==> config.mk <==
export PLATFORM = sky130hd
export DESIGN_NAME = ordered_key_value_table_flat
export DESIGN_NICKNAME = d
export VERILOG_FILES = /design/src/okvt_pkg.sv /design/src/okvt_intf.sv /design/src/ordered_key_value_table.sv /design/src/okvt_cell.sv /design/src/flat_wrapper.sv
export SDC_FILE = /design/constraint.sdc
export NUM_CORES = 2
export LEC_CHECK = 0
export ABC_AREA = 0
export BUFFER_PORTS_ARGS = -buffer_cell sky130_fd_sc_hd__buf_2
export CORE_MARGIN = 2
export CORE_UTILIZATION = 24
export DETAILED_ROUTE_END_ITERATION = 8
export GPL_TIMING_DRIVEN = 0
export PLACE_DENSITY_LB_ADDON = 0.08
export SLEW_MARGIN = 0
export SYNTH_ARGS = -nofsm -noshare
export SYNTH_HDL_FRONTEND = slang
export SYNTH_HIERARCHICAL = 1
export SYNTH_SLANG_ARGS = --single-unit
==> constraint.sdc <==
create_clock -name clk -period 13.34 [get_ports clk]
set_input_delay 0.667 -clock clk [delete_from_list [all_inputs] [get_ports clk]]
set_output_delay 0.667 -clock clk [all_outputs]
set_load 0.02 [all_outputs]
==> src/okvt_pkg.sv <==
package okvt_pkg;

  localparam int CAPACITY_DEF = 16;

  localparam logic [2:0] CMD_CONTAINS = 3'd0;
  localparam logic [2:0] CMD_GET      = 3'd1;
  localparam logic [2:0] CMD_SET      = 3'd2;
  localparam logic [2:0] CMD_POP      = 3'd3;
  localparam logic [2:0] CMD_POPITEM  = 3'd4;
  localparam logic [2:0] CMD_CLEAR    = 3'd5;

  localparam logic [1:0] STAT_OK      = 2'd0;
  localparam logic [1:0] STAT_MISSING = 2'd1;
  localparam logic [1:0] STAT_EMPTY   = 2'd2;
  localparam logic [1:0] STAT_FULL    = 2'd3;

  typedef enum logic [1:0] {
    ST_IDLE = 2'b01,
    ST_EXEC = 2'b10
  } state_t;

  typedef struct packed {
    logic        upd_val;
    logic        append;
    logic        shift;
    logic        pick_last;
    logic [63:0] key;
    logic [63:0] value;
  } cell_ctl_t;

endpackage

==> src/okvt_intf.sv <==
interface okvt_in_if;
  logic               valid;
  logic               ready;
  logic [2:0]         cmd;
  logic signed [63:0] key;
  logic signed [63:0] value;

  modport source (output valid, output cmd, output key, output value, input ready);
  modport sink (input valid, input cmd, input key, input value, output ready);
endinterface

interface okvt_out_if;
  logic               valid;
  logic               ready;
  logic               found;
  logic signed [63:0] value_out;
  logic signed [63:0] key_out;
  logic [1:0]         status;
  logic [4:0]         entry_count;

  modport source (output valid, output found, output value_out, output key_out,
                  output status, output entry_count, input ready);
  modport sink (input valid, input found, input value_out, input key_out,
                input status, input entry_count, output ready);
endinterface

==> src/ordered_key_value_table.sv <==
// Ordered key/value table with exact-match lookup, kept in insertion order.
// in_ch carries one command item (cmd, key, value); out_ch returns exactly one
// result item per command (found, value_out, key_out, status, entry_count).
// Both channels use valid/ready; an item moves when both are high.
// Storage is a row of CAPACITY cells; each compares its key against the
// command key in parallel, and a pop shifts the later cells down by one.
// The command is registered on acceptance, then compared and applied over the
// cell row in the execute state, where its result is registered once the output
// register is free. A new command is not taken until that state is left.
// in_ch.ready is high whenever no command is in progress, so a new command
// is taken while the previous result still waits in the output register.
// If out_ch stalls, the following command holds in its execute cycle until
// the output register frees up; nothing is dropped.
// Reset (rst, synchronous) empties the table and drops any pending result.
// Cell contents are not cleared; only entries below the count are read.
module ordered_key_value_table #(
  parameter int CAPACITY = okvt_pkg::CAPACITY_DEF
) (
  input logic       clk,
  input logic       rst,
  okvt_in_if.sink   in_ch,
  okvt_out_if.source out_ch
);
  import okvt_pkg::*;

  localparam int CW = $clog2(CAPACITY + 1);

  state_t      state;
  state_t      state_next;
  logic [2:0]  cmd_r;
  logic [63:0] key_r;
  logic [63:0] val_r;
  logic [CW-1:0] count;
  logic [CW-1:0] count_next;

  logic        out_valid;
  logic        found;
  logic [63:0] value_out;
  logic [63:0] key_out;
  logic [1:0]  status;
  logic [4:0]  entry_count;

  logic        found_next;
  logic [63:0] value_out_next;
  logic [63:0] key_out_next;
  logic [1:0]  status_next;

  logic        in_acc;
  logic        exec;
  logic        hit;
  logic        full;
  cell_ctl_t   ctl;

  logic [CAPACITY:0]   pre;
  logic [CAPACITY-1:0] vld;
  logic [CAPACITY-1:0] at_tail;
  logic [CAPACITY-1:0] at_last;
  logic [63:0] ck    [CAPACITY];
  logic [63:0] cv    [CAPACITY];
  logic [63:0] rdk   [CAPACITY];
  logic [63:0] rdv   [CAPACITY];
  logic [63:0] sk    [CAPACITY];
  logic [63:0] sv    [CAPACITY];
  logic [63:0] rd_key;
  logic [63:0] rd_val;

  assign in_ch.ready = (state == ST_IDLE);
  assign in_acc      = in_ch.valid && in_ch.ready;
  assign exec        = (state == ST_EXEC) && (!out_valid || out_ch.ready);
  assign hit         = pre[CAPACITY];
  assign full        = (count == CW'(CAPACITY));
  assign pre[0]      = 1'b0;

  assign ctl.upd_val   = exec && (cmd_r == CMD_SET);
  assign ctl.append    = exec && (cmd_r == CMD_SET) && !hit && !full;
  assign ctl.shift     = exec && (cmd_r == CMD_POP);
  assign ctl.pick_last = (cmd_r == CMD_POPITEM);
  assign ctl.key       = key_r;
  assign ctl.value     = val_r;

  for (genvar i = 0; i < CAPACITY; i++) begin : g_cell
    assign vld[i]     = (CW'(i) < count);
    assign at_tail[i] = (count == CW'(i));
    assign at_last[i] = (count == CW'(i + 1));

    okvt_cell u_cell (
      .clk        (clk),
      .ctl        (ctl),
      .vld        (vld[i]),
      .at_tail    (at_tail[i]),
      .at_last    (at_last[i]),
      .nb_key     (ck[i]),
      .nb_val     (cv[i]),
      .prefix_in  (pre[i]),
      .prefix_out (pre[i+1]),
      .rd_key     (rdk[i]),
      .rd_val     (rdv[i]),
      .st_key     (sk[i]),
      .st_val     (sv[i])
    );

    if (i == CAPACITY - 1) begin : g_top
      assign ck[i] = '0;
      assign cv[i] = '0;
    end else begin : g_mid
      assign ck[i] = sk[i+1];
      assign cv[i] = sv[i+1];
    end
  end

  always_comb begin
    rd_key = '0;
    rd_val = '0;
    for (int i = 0; i < CAPACITY; i++) begin
      rd_key = rd_key | rdk[i];
      rd_val = rd_val | rdv[i];
    end
  end

  always_comb begin
    found_next     = 1'b0;
    value_out_next = '0;
    key_out_next   = '0;
    status_next    = STAT_OK;
    count_next     = count;
    unique case (cmd_r)
      CMD_CONTAINS: begin
        found_next = hit;
      end
      CMD_GET: begin
        found_next     = hit;
        value_out_next = rd_val;
        status_next    = hit ? STAT_OK : STAT_MISSING;
      end
      CMD_SET: begin
        found_next = hit;
        if (!hit) begin
          if (full) begin
            status_next = STAT_FULL;
          end else begin
            count_next = count + CW'(1);
          end
        end
      end
      CMD_POP: begin
        found_next     = hit;
        value_out_next = rd_val;
        status_next    = hit ? STAT_OK : STAT_MISSING;
        if (hit) begin
          count_next = count - CW'(1);
        end
      end
      CMD_POPITEM: begin
        if (count == '0) begin
          status_next = STAT_EMPTY;
        end else begin
          key_out_next   = rd_key;
          value_out_next = rd_val;
          count_next     = count - CW'(1);
        end
      end
      CMD_CLEAR: begin
        count_next = '0;
      end
      default: begin
      end
    endcase
  end

  always_comb begin
    state_next = state;
    unique case (state)
      ST_IDLE: if (in_acc) state_next = ST_EXEC;
      ST_EXEC: if (exec) state_next = ST_IDLE;
      default: state_next = ST_IDLE;
    endcase
  end

  always_ff @(posedge clk) begin
    if (rst) begin
      state     <= ST_IDLE;
      count     <= '0;
      out_valid <= 1'b0;
    end else begin
      state <= state_next;
      if (exec) begin
        count <= count_next;
      end
      out_valid <= exec || (out_valid && !out_ch.ready);
    end
  end

  always_ff @(posedge clk) begin
    if (in_acc) begin
      cmd_r <= in_ch.cmd;
      key_r <= in_ch.key;
      val_r <= in_ch.value;
    end
    if (exec) begin
      found       <= found_next;
      value_out   <= value_out_next;
      key_out     <= key_out_next;
      status      <= status_next;
      entry_count <= 5'(count_next);
    end
  end

  assign out_ch.valid       = out_valid;
  assign out_ch.found       = found;
  assign out_ch.value_out   = value_out;
  assign out_ch.key_out     = key_out;
  assign out_ch.status      = status;
  assign out_ch.entry_count = entry_count;

endmodule

==> src/okvt_cell.sv <==
module okvt_cell (
  input  logic                  clk,
  input  okvt_pkg::cell_ctl_t   ctl,
  input  logic                  vld,
  input  logic                  at_tail,
  input  logic                  at_last,
  input  logic [63:0]           nb_key,
  input  logic [63:0]           nb_val,
  input  logic                  prefix_in,
  output logic                  prefix_out,
  output logic [63:0]           rd_key,
  output logic [63:0]           rd_val,
  output logic [63:0]           st_key,
  output logic [63:0]           st_val
);
  import okvt_pkg::*;

  logic [63:0] key_q;
  logic [63:0] val_q;
  logic        match;
  logic        pick;

  assign match      = vld && (key_q == ctl.key);
  assign prefix_out = prefix_in | match;
  assign pick       = ctl.pick_last ? at_last : match;
  assign rd_key     = pick ? key_q : '0;
  assign rd_val     = pick ? val_q : '0;
  assign st_key     = key_q;
  assign st_val     = val_q;

  always_ff @(posedge clk) begin
    priority if (ctl.upd_val && match) begin
      val_q <= ctl.value;
    end else if (ctl.append && at_tail) begin
      key_q <= ctl.key;
      val_q <= ctl.value;
    end else if (ctl.shift && prefix_out) begin
      // close the gap: take the entry above
      key_q <= nb_key;
      val_q <= nb_val;
    end else begin
      // hold
      key_q <= key_q;
      val_q <= val_q;
    end
  end

endmodule

==> src/flat_wrapper.sv <==
// flat-port wrapper written by rule: the top's interface ports become plain ports
module ordered_key_value_table_flat import okvt_pkg::*;
#(
  parameter int CAPACITY = okvt_pkg::CAPACITY_DEF
)
  (clk, rst, in_ch_valid, in_ch_cmd, in_ch_key, in_ch_value, in_ch_ready, out_ch_valid, out_ch_found, out_ch_value_out, out_ch_key_out, out_ch_status, out_ch_entry_count, out_ch_ready);
  okvt_in_if in_ch_i ();
  okvt_out_if out_ch_i ();
  input logic clk;
  input logic rst;
  input wire logic [$bits(in_ch_i.valid)-1:0] in_ch_valid;
  input wire logic [$bits(in_ch_i.cmd)-1:0] in_ch_cmd;
  input wire logic [$bits(in_ch_i.key)-1:0] in_ch_key;
  input wire logic [$bits(in_ch_i.value)-1:0] in_ch_value;
  output wire logic [$bits(in_ch_i.ready)-1:0] in_ch_ready;
  output wire logic [$bits(out_ch_i.valid)-1:0] out_ch_valid;
  output wire logic [$bits(out_ch_i.found)-1:0] out_ch_found;
  output wire logic [$bits(out_ch_i.value_out)-1:0] out_ch_value_out;
  output wire logic [$bits(out_ch_i.key_out)-1:0] out_ch_key_out;
  output wire logic [$bits(out_ch_i.status)-1:0] out_ch_status;
  output wire logic [$bits(out_ch_i.entry_count)-1:0] out_ch_entry_count;
  input wire logic [$bits(out_ch_i.ready)-1:0] out_ch_ready;
  assign in_ch_i.valid = in_ch_valid;
  assign in_ch_i.cmd = in_ch_cmd;
  assign in_ch_i.key = in_ch_key;
  assign in_ch_i.value = in_ch_value;
  assign in_ch_ready = in_ch_i.ready;
  assign out_ch_valid = out_ch_i.valid;
  assign out_ch_found = out_ch_i.found;
  assign out_ch_value_out = out_ch_i.value_out;
  assign out_ch_key_out = out_ch_i.key_out;
  assign out_ch_status = out_ch_i.status;
  assign out_ch_entry_count = out_ch_i.entry_count;
  assign out_ch_i.ready = out_ch_ready;
  ordered_key_value_table #(.CAPACITY(CAPACITY)) u_core (.clk(clk), .rst(rst), .in_ch(in_ch_i), .out_ch(out_ch_i));
endmodule
Yosys cells after proc, flatten, opt, wreduce, memory -nomap -nowiden --
Cells that the tools add are included.
Storage, ports and cells: bits in registers 2323, input bits 135, output and inout bits 138, logic and storage cells 437
Operators by class: add/sub/neg operators 2, magnitude comparators 16, equal/unequal tests 41, muxes and demuxes 142, bitwise operators 62, reductions and logical operators 131
Operators with widths (number):
- $mux 64 | 112
- $or 64x64->64 | 30
- $eq 64x64->1 | 16
- $pmux 64 s2 | 1
- $logic_and 1x1->1 | 71
- $reduce_bool 3->1 | 16
- $eq 5x4->1 const B | 8
- $lt 4x5->1 const A | 8
- $reduce_and 2->1 | 17
- $reduce_bool 2->1 | 16
- $eq 5x3->1 const B | 4
- $lt 3x5->1 const A | 4
- $mux 5 | 4
- $pmux 5 s4 | 1
- $mux 1 | 17
- $not 1->1 | 17
- $or 1x1->1 | 15
- $eq 5x2->1 const B | 2
- $lt 1x5->1 const A | 2
- $lt 2x5->1 const A | 2
- $mux 2 | 5
- $eq 3x2->1 const B | 2
- $eq 3x3->1 const B | 2
- $pmux 2 s3 | 1
- 16 further kinds | 21

Longest topological paths before layout --
depth after elaboration 23, mapped depth 32, depth with buffers taken out 28

By module --
Netlist, hierarchy kept.
By module, submodules not included:
- okvt_cell | instances 16, cells each 552, area each 7505.9 um^2, seq. area each 3843.7 um^2
- ordered_key_value_table | instances 1, cells each 1151, area each 13782.0 um^2, seq. area each 8177.8 um^2

Worst setup path before layout --
No wires, ideal clock.
path type register to register, start reg u_core.key_r[28], end reg u_core.g_cell[0].u_cell.key_q[0], enable pin, setup time 582 ps, data arrival time 10918 ps, required time 12758 ps, slack 1840 ps, stages on the path, launching flop included 28, path buffers 1, period minus slack after synthesis 11500 ps, path through edfxtp_1 a221oi_1 nand4b_1 nor4_1 nand2_1 nand2b_1 nand2b_1 nand2b_1 nand2b_1 nand2b_1 nand2b_1 nand2b_1 nand2b_1 nand2b_1 nand2b_1 nand2b_1 nand2b_1 nand2b_1 nand2b_1 nand2b_1 nand2b_1 buf_2 nor4b_1 nand2b_1 nor2_1 and2_1 nor2_1 a211oi_1
RTL lines:
- from (decl) | line ordered_key_value_table.sv:31 | logic [63:0] key_r;
- from (signal assigned) | line ordered_key_value_table.sv:196 | key_r <= in_ch.key;
- to (signal assigned) | line okvt_cell.sv:35 | key_q <= ctl.key;
- to (signal assigned) | line okvt_cell.sv:39 | key_q <= nb_key;
- to (signal assigned) | line okvt_cell.sv:43 | key_q <= key_q;
- to (decl) | line okvt_cell.sv:18 | logic [63:0] key_q;

==> out/results.ini <==
[synthesis]
synth.most_common_cell=edfxtp_1
ys_top_cells_by_area=edfxtp_1, mux2_4, and2_1
synth-edff-count=2315
ys.flop_type=edfxtp_1
syn_inst=9983
yosys_register_bits=2323
yosysUniqueCellTypes=71
synthTopCellsByCount=edfxtp_1, and2_1, mux2_2
synth_top_area_share_pct=51.9
yosys_warnings=6
netlist_area_um2=134000
synth_seq_area_share_pct=52.0
yosysTopAreaCell=edfxtp_1
postSynthAreaPerCell_um2=13.4
synth_async_sr_flop_share_pct=0

[cts]
ctsResizeCount=0
clkTransAtPathRegs_ns=0.05
h-tree-depth=5
ctsHoldBuffers=132
cts_tree=done
cts_buffer_depth=4
cts_setup_buffers=0
root_buffer=clkbuf_16
numCtsBuffers=321
clk_latency_ns=0.99
cts_sinks=2323

[setup_path]
path_max_fanout=32
crit_top_cell=nand2b_1
crit_type=reg -> reg
arrival_ns=11.75
start_kind=register
cp-end-kind=register
crit_required_ns=14.01
cp_slowest_cell=nor4_1
worst_path_largest_cell_delay_ns=1.17

[pwr]
leakagePower_nw=60.3
clock_power_share_pct=48.6
intPower_mw=13.1
seqPwrFrac_pct=47.0
irDropWorstVdd_mv=0.0900
cellPowerDensity_nw_per_um2=105
switchingPower_mw=4.19
pwr-share-comb_pct=4.5
power.share.switching_pct=24.3

[global_routing]
grt_max_degree=62
grt_pass1_wl_mm=816
grt_pass1_vias=91768
overflow=0
antenna_found_initial=93
grt_usage_pct=21.1

[sta]
worst_hold_slack_ns=0.0903
period_share_pct=83.1
post-route-min-period_ns=11.08
drv_slew=15
clock_skew_ns=0.0874
fmax_ghz=0.0902
hold_viol=0
relSlewSlack_pct=-4.40
setup_tns_ns=0
worst_pin_slew_ns=1.55
setup_viol=0
grt_setup_unrepaired=no
worst_slack_ns=2.26

[route]
viasPerCell=4.70
drc=0
wl_mm=614
wire_per_inst_um=32.2
dr.pass1.iters=6
ant_nets=0
drt_iter0_markers=7801
vias=89463

[placement]
hpwl_mm=501
numPortBuffers=272
dp_slack_ns=2.75
finalWeightedCongestion=0.917

[cells_and_area]
layout-drive-gt1-share_pct=30.1
nets=11343
finish.utilization_pct=29.5
area_growth_syn_to_layout_pct=22.7

[die]
coreArea_um2=556000
num_rows=274
initial_utilization_pct=24.1
io_pins=273
die_width_um=751
die_height_um=751
fp.dieArea_um2=564000

[flow_run]
drv_cap=3

[status]
status=finished, violations left
violations=max-capacitance violations, max-slew violations

[hold_path]
hold_class=in -> reg

[critical path: cells and delay by family, from the launching register on]
family                   cells  cell delay (ns)
AND/OR/NAND/NOR             23             5.69
flip-flops                   1             0.36
multiplexers                 1             0.43
adder cells (fa/ha/maj)      1             0.41
AO/OA/AOI/OAI                1             0.78
buffers and inverters        6             3.02
[through the flow]
step	area (µm²)	cells	power (mW)
after floorplan	134000	10112	8.54
after global placement	145000	17836	8.88
after detailed placement	153000	18199	9.00
after CTS	164000	18906	17.6
after global routing	164000	18985	17.9
final	164000	19048	17.3
[power by group through the flow]
| stage | combinational (mW) | sequential [mW] | clock, mW |
|---|---|---|---|
| after global routing | 0.814 | 8.12 | 8.93 |
| after detailed placement | 0.740 | 8.26 | 0 |
| after floorplan | 0.269 | 8.27 | 0 |
| after global placement | 0.461 | 8.42 | 0 |
| final | 0.773 | 8.11 | 8.39 |
| after CTS | 0.775 | 8.11 | 8.70 |
[logic make-up after synthesis]
kind of cell	count (synthesis)	synth area share [%]
compound gates	346	2.23
xor+xnor	850	5.56
fa+ha+maj	5	0.0467
buf+inv	610	2.37
flops	2323	52.0
mux	2001	19.5
other cells	1	0.00280
simple gates	3847	18.2
[cell type report]
class                           instances  area [µm²]
Fill cell                           56618      392000
Sequential cell                      2323       69700
Multi-Input combinational cell       7179       62200
Timing Repair Buffer                  768        9660
Tap cell                             7452        9320
Clock buffer                          416        8530
Buffer                                456        2590
Clock inverter                        159        1320
Inverter                              154         588
Antenna cell                          141         353
[per-layer routing]
metal  wire length, µm  global-route usage, %  up-vias  share of wire [%]
met5                 0                      0        -                  0
met4             22500                   7.09        0                3.7
met3             28400                   2.46      597                4.6
met2            289000                   34.9     2643                 47
met1            274000                   28.5    46492                 45
li1                  -                      -    39731                  -
[cell usage in the layout, fill, tap and decap left out, types with 151 or more instances in the layout]
master | Yosys | routed
buf_2 | 31 | 309
and2_1 | 2070 | 2069
inv_1 | 151 | 151
xnor2_1 | 306 | 306
mux2_2 | 1040 | 1040
nand2b_1 | 310 | 310
mux2_4 | 960 | 960
nor4_1 | 656 | 590
edfxtp_1 | 2315 | 2315
clkbuf_16 | 0 | 325
clkbuf_1 | 277 | 362
xor2_1 | 544 | 544
[final timing paths]
path,to,from,cells after the start,slack (ns)
min,u_core/out_ch.valid,rst,2,0.09
min reg2reg,u_core/out_ch.valid,u_core/state[1],2,0.50
max,u_core/g_cell[11].u_cell/st_key[51],u_core/count[1],32,2.26
max reg2reg,u_core/g_cell[11].u_cell/st_key[51],u_core/count[1],32,2.26
[flip-flops by register name, indices dropped and copies added (netlist names)]
name	cells
u_core/out_ch.found	1
u_core/out_ch.value_out	64
u_core/count	5
u_core/cmd_r	3
u_core/out_ch.entry_count	5
u_core/out_ch.status	2
u_core/out_ch.valid	1
u_core/val_r	64
u_core/g_cell.u_cell/st_val	1024
u_core/g_cell.u_cell/st_key	1024
u_core/state	2
u_core/key_r	64
u_core/out_ch.key_out	64
Note: power is estimated with default switching activity, not from simulation.
